==> config.mk <==
export PLATFORM = sky130hd
export DESIGN_NAME = tkm_ram
export DESIGN_NICKNAME = d
export VERILOG_FILES = /design/src/tkm_ram.sv
export SDC_FILE = /design/constraint.sdc
export NUM_CORES = 2
export LEC_CHECK = 0
export ABC_AREA = 1
export ABC_CLOCK_PERIOD_IN_PS = 3450
export BUFFER_PORTS_ARGS = -buffer_cell sky130_fd_sc_hd__buf_2
export CORE_MARGIN = 8
export CORE_UTILIZATION = 55
export DETAILED_ROUTE_END_ITERATION = 16
export PLACE_DENSITY = 0.71
export SYNTH_ARGS = -nofsm -noshare
export SYNTH_HDL_FRONTEND = slang
export SYNTH_SLANG_ARGS = --single-unit
==> constraint.sdc <==
create_clock -name i_clk -period 3.45 [get_ports i_clk]
set_input_delay 0.5175 -clock i_clk [delete_from_list [all_inputs] [get_ports i_clk]]
set_output_delay 0.5175 -clock i_clk [all_outputs]
set_load 0.03 [all_outputs]
==> src/tkm_ram.sv <==
`default_nettype none
// ============================================================================
// tkm_ram
// Generic simple dual-port RAM, one write port and one registered read port
// ============================================================================
module tkm_ram #(
    parameter int WIDTH = 8,
    parameter int DEPTH = 256
) (
    input  wire                      i_clk,
    input  wire                      i_we,
    input  wire [$clog2(DEPTH)-1:0]  i_waddr,
    input  wire [WIDTH-1:0]          i_wdata,
    input  wire [$clog2(DEPTH)-1:0]  i_raddr,
    output logic [WIDTH-1:0]         o_rdata
);

    logic [WIDTH-1:0] r_mem [DEPTH];

    always_ff @(posedge i_clk) begin
        if (i_we) begin
            r_mem[i_waddr] <= i_wdata;
        end
        o_rdata <= r_mem[i_raddr];
    end

endmodule : tkm_ram
`default_nettype wire

==> metrics.yaml <==
run_status:
  status: "finished clean"
critical_path:
  rr_endpoint: "o_rdata[5]$_DFF_P_"
  cp.required_ps: 4210
  r2r_slack_ps: 1450
  arrival_ps: 3140
  rr_startpoint: "r_mem[215][5]$_DFFE_PP_"
  startpoint_type: "input port"
  rr_worst_depth: 10
  cp-end-kind: "flip-flop"
  critPathKind: "input port to flip-flop"
  critical_path.max_fanout: 62
timing:
  fin_worst_skew_ps: 34.44
  hold_violations: 0
  hold_ws_ps: 103.0
  worstMarginPinSlew_ps: 1126
  period_share: 0.6883
  tns_ps: 0
  rsz0062_at_grt: "no"
  slew_violations: 0
  fin_crit_ps: 2375
  max_freq_ghz: 0.4211
  max_slew_margin: 0.2482
  setup_viol: 0
synth:
  ys_seq_elements: 2056
  syn_area_per_cell_um2: 11.91
  synth_area_leaders: "edfxtp_1 (74%), nand3_1 (12%), nand2_1 (9.6%)"
  synth_cells: 7003
  synth_top_area_share: 0.7374
  yosysUniqueCellTypes: 14
  synth_top_area_cell: "edfxtp_1"
  synth_area_um2: 83400
  yosysSeqAreaShare: 0.7394
  synth-warning-count: 0
  syn-num-nets: 7029
placed_design:
  dp_hpwl_um: 133300
  gp_congestion: 0.9035
  port_buffers: 33
  place_area_um2: 86880
power:
  p_seq_frac: 0.533
  swShare: 0.2269
  pwr-share-clk: 0.404
  pwr-share-comb: 0.064
  p_per_area_nw_per_um2: 555.7
  p_int_uw: 40010
  peakVddDrop_uv: 510.2
  p_switching_uw: 11750
  leakage_uw: 0.03257
clock_tree:
  clock_latency_ps: 830
  tritoncts: "built"
  post_cts_buffers: 0
  cts_inserted_buffers: 200
  clock-sinks: 2056
  cts.repair.resized: 0
  htree_levels: 4
  cts-hold-fix-buffers: 0
  clk_path_buf_depth: 3
  cts_root_buf: "clkbuf_16"
  clk_pin_slew_ps: 60
global_route:
  gr-total-overflow: 0
  grt_pass1_vias: 53310
  grt_max_degree: 124
  grt_pass1_wl_um: 339200
  grtUsageTotal: 0.2730
  antenna_found_initial: 9
cells_and_area:
  multiInputGateArea_um2: 19140
  final_area_um2: 93150
  regArea_um2: 61660
  synthToLayoutAreaGrowth_pct: 11.69
  drive_above_1_share: 0.08301
  fillerInstances: 11310
  finalNetCount: 7070
hold_path:
  hold_path.class: "input port to flip-flop"
  min_to: "o_rdata[7]$_DFF_P_"
  min_path_cells: 3
  worstHoldStart: "i_raddr[7]"
job:
  drv_cap: 0
route:
  num_vias: 56310
  routed_via_density: 6.088
  drt_wl_total_um: 228300
  wl_per_cell_um: 24.68
  first_pass_iters: 8
  first_iter_violations: 7960
  drc: 0
  drtAntennaViolNets: 0
die:
  rows: 143
  design.core.area_um2: 151200
  die_h_um: 405.4
  die_area_um2: 164300
  fp.dieW_um: 405.4
  initial_core_util: 0.5516
  top_level_ports: 34
[power by group through the flow]
stage	clock [uW]	combinational (uW)	sequential, uW
final	20900	3290	27600
after detailed placement	0	3230	28100
after CTS	21100	3250	27600
after floorplan	0	1700	28100
after global placement	0	3180	28100
after global routing	22000	3510	27600
[per-stage QoR]
step / setup WS, ps / util / instances / power [uW]
floorplan: 1441 / - / 7003 / 29800
global placement: 293.4 / 0.5746 / 8872 / 31280
detailed placement: 321.8 / 0.5746 / 8872 / 31320
CTS: 1178 / 0.6160 / 9246 / 51870
global route: 986.4 / 0.6160 / 9246 / 53100
finish: 1075 / 0.6161 / 9250 / 51760
[worst max path at each step]
stage	startpoint	end	slack, ps
3_3_place_gp	i_raddr[0]	o_rdata[5]$_DFF_P_	290
2_1_floorplan	i_we	r_mem[162][0]$_DFFE_PP_	1440
4_1_cts	i_raddr[0]	o_rdata[5]$_DFF_P_	1180
3_5_place_dp	i_raddr[0]	o_rdata[5]$_DFF_P_	320
6_report	i_raddr[0]	o_rdata[5]$_DFF_P_	1080
5_1_grt	i_raddr[0]	o_rdata[5]$_DFF_P_	990
[kinds of logic after synthesis]
| kind of cell | synth area share |
|---|---|
| AND/OR/NAND/NOR | 0.2295 |
| buffers and inverters | 0.03119 |
| flip-flops | 0.7394 |
[metal layers]
metal / vias to the layer above / GRT usage / part of all wire
li1: 24950 / - / -
met1: 27310 / 0.3822 / 0.38
met4: 14 / 0.1130 / 0.044
met3: 554 / 0.06409 / 0.12
met5: - / 0 / 0.00042
met2: 3483 / 0.4156 / 0.45
[critical path, cell delays in order]
cell	delay, ps
buf_8	170
inv_16	290
buf_12	250
buf_4	380
nand2_1	90
nand3_1	80
nand3_1	130
nand3_1	170
nand3_1	90
nand3_1	210
nand3_1	270
nand2_1	150
nand2_1	140
nand2_1	120
[area by class of cell]
class,count,area share
Antenna cell,4,0.0001075
Timing Repair Buffer,322,0.03608
Inverter,39,0.001934
Tap cell,2030,0.02727
Multi-Input combinational cell,4425,0.2054
Clock buffer,264,0.05810
Clock inverter,110,0.009107
Sequential cell,2056,0.6620
[cells in the final DEF, fill, tap and decap left out, types with 5 or more instances in the layout]
| master | synthesis | final |
|---|---|---|
| clkbuf_1 | 112 | 53 |
| buf_4 | 46 | 217 |
| clkbuf_16 | 0 | 205 |
| clkinv_2 | 0 | 36 |
| dfxtp_1 | 8 | 8 |
| edfxtp_1 | 2048 | 2048 |
| buf_12 | 0 | 73 |
| nor2_1 | 283 | 283 |
| inv_6 | 0 | 5 |
| buf_2 | 268 | 21 |
| bufinv_16 | 0 | 8 |
| buf_8 | 1 | 11 |
| clkbuf_8 | 0 | 6 |
| inv_1 | 36 | 34 |
| nand3_1 | 2019 | 2019 |
| nand2_1 | 2123 | 2123 |
| clkinv_1 | 0 | 49 |
[cell usage after synthesis]
master / count
nand2_1: 2123
inv_4: 1
dfxtp_1: 8
buf_1: 40
buf_2: 268
edfxtp_1: 2048
buf_6: 16
clkbuf_1: 112
nand3_1: 2019
nor2_1: 283
buf_4: 46
buf_8: 1
inv_1: 36
inv_2: 2
[registers in the layout, summed over array words and instances (netlist names)]
register / flops
o_rdata: 8
r_mem: 2048
Power figures use the tool's default switching activity.
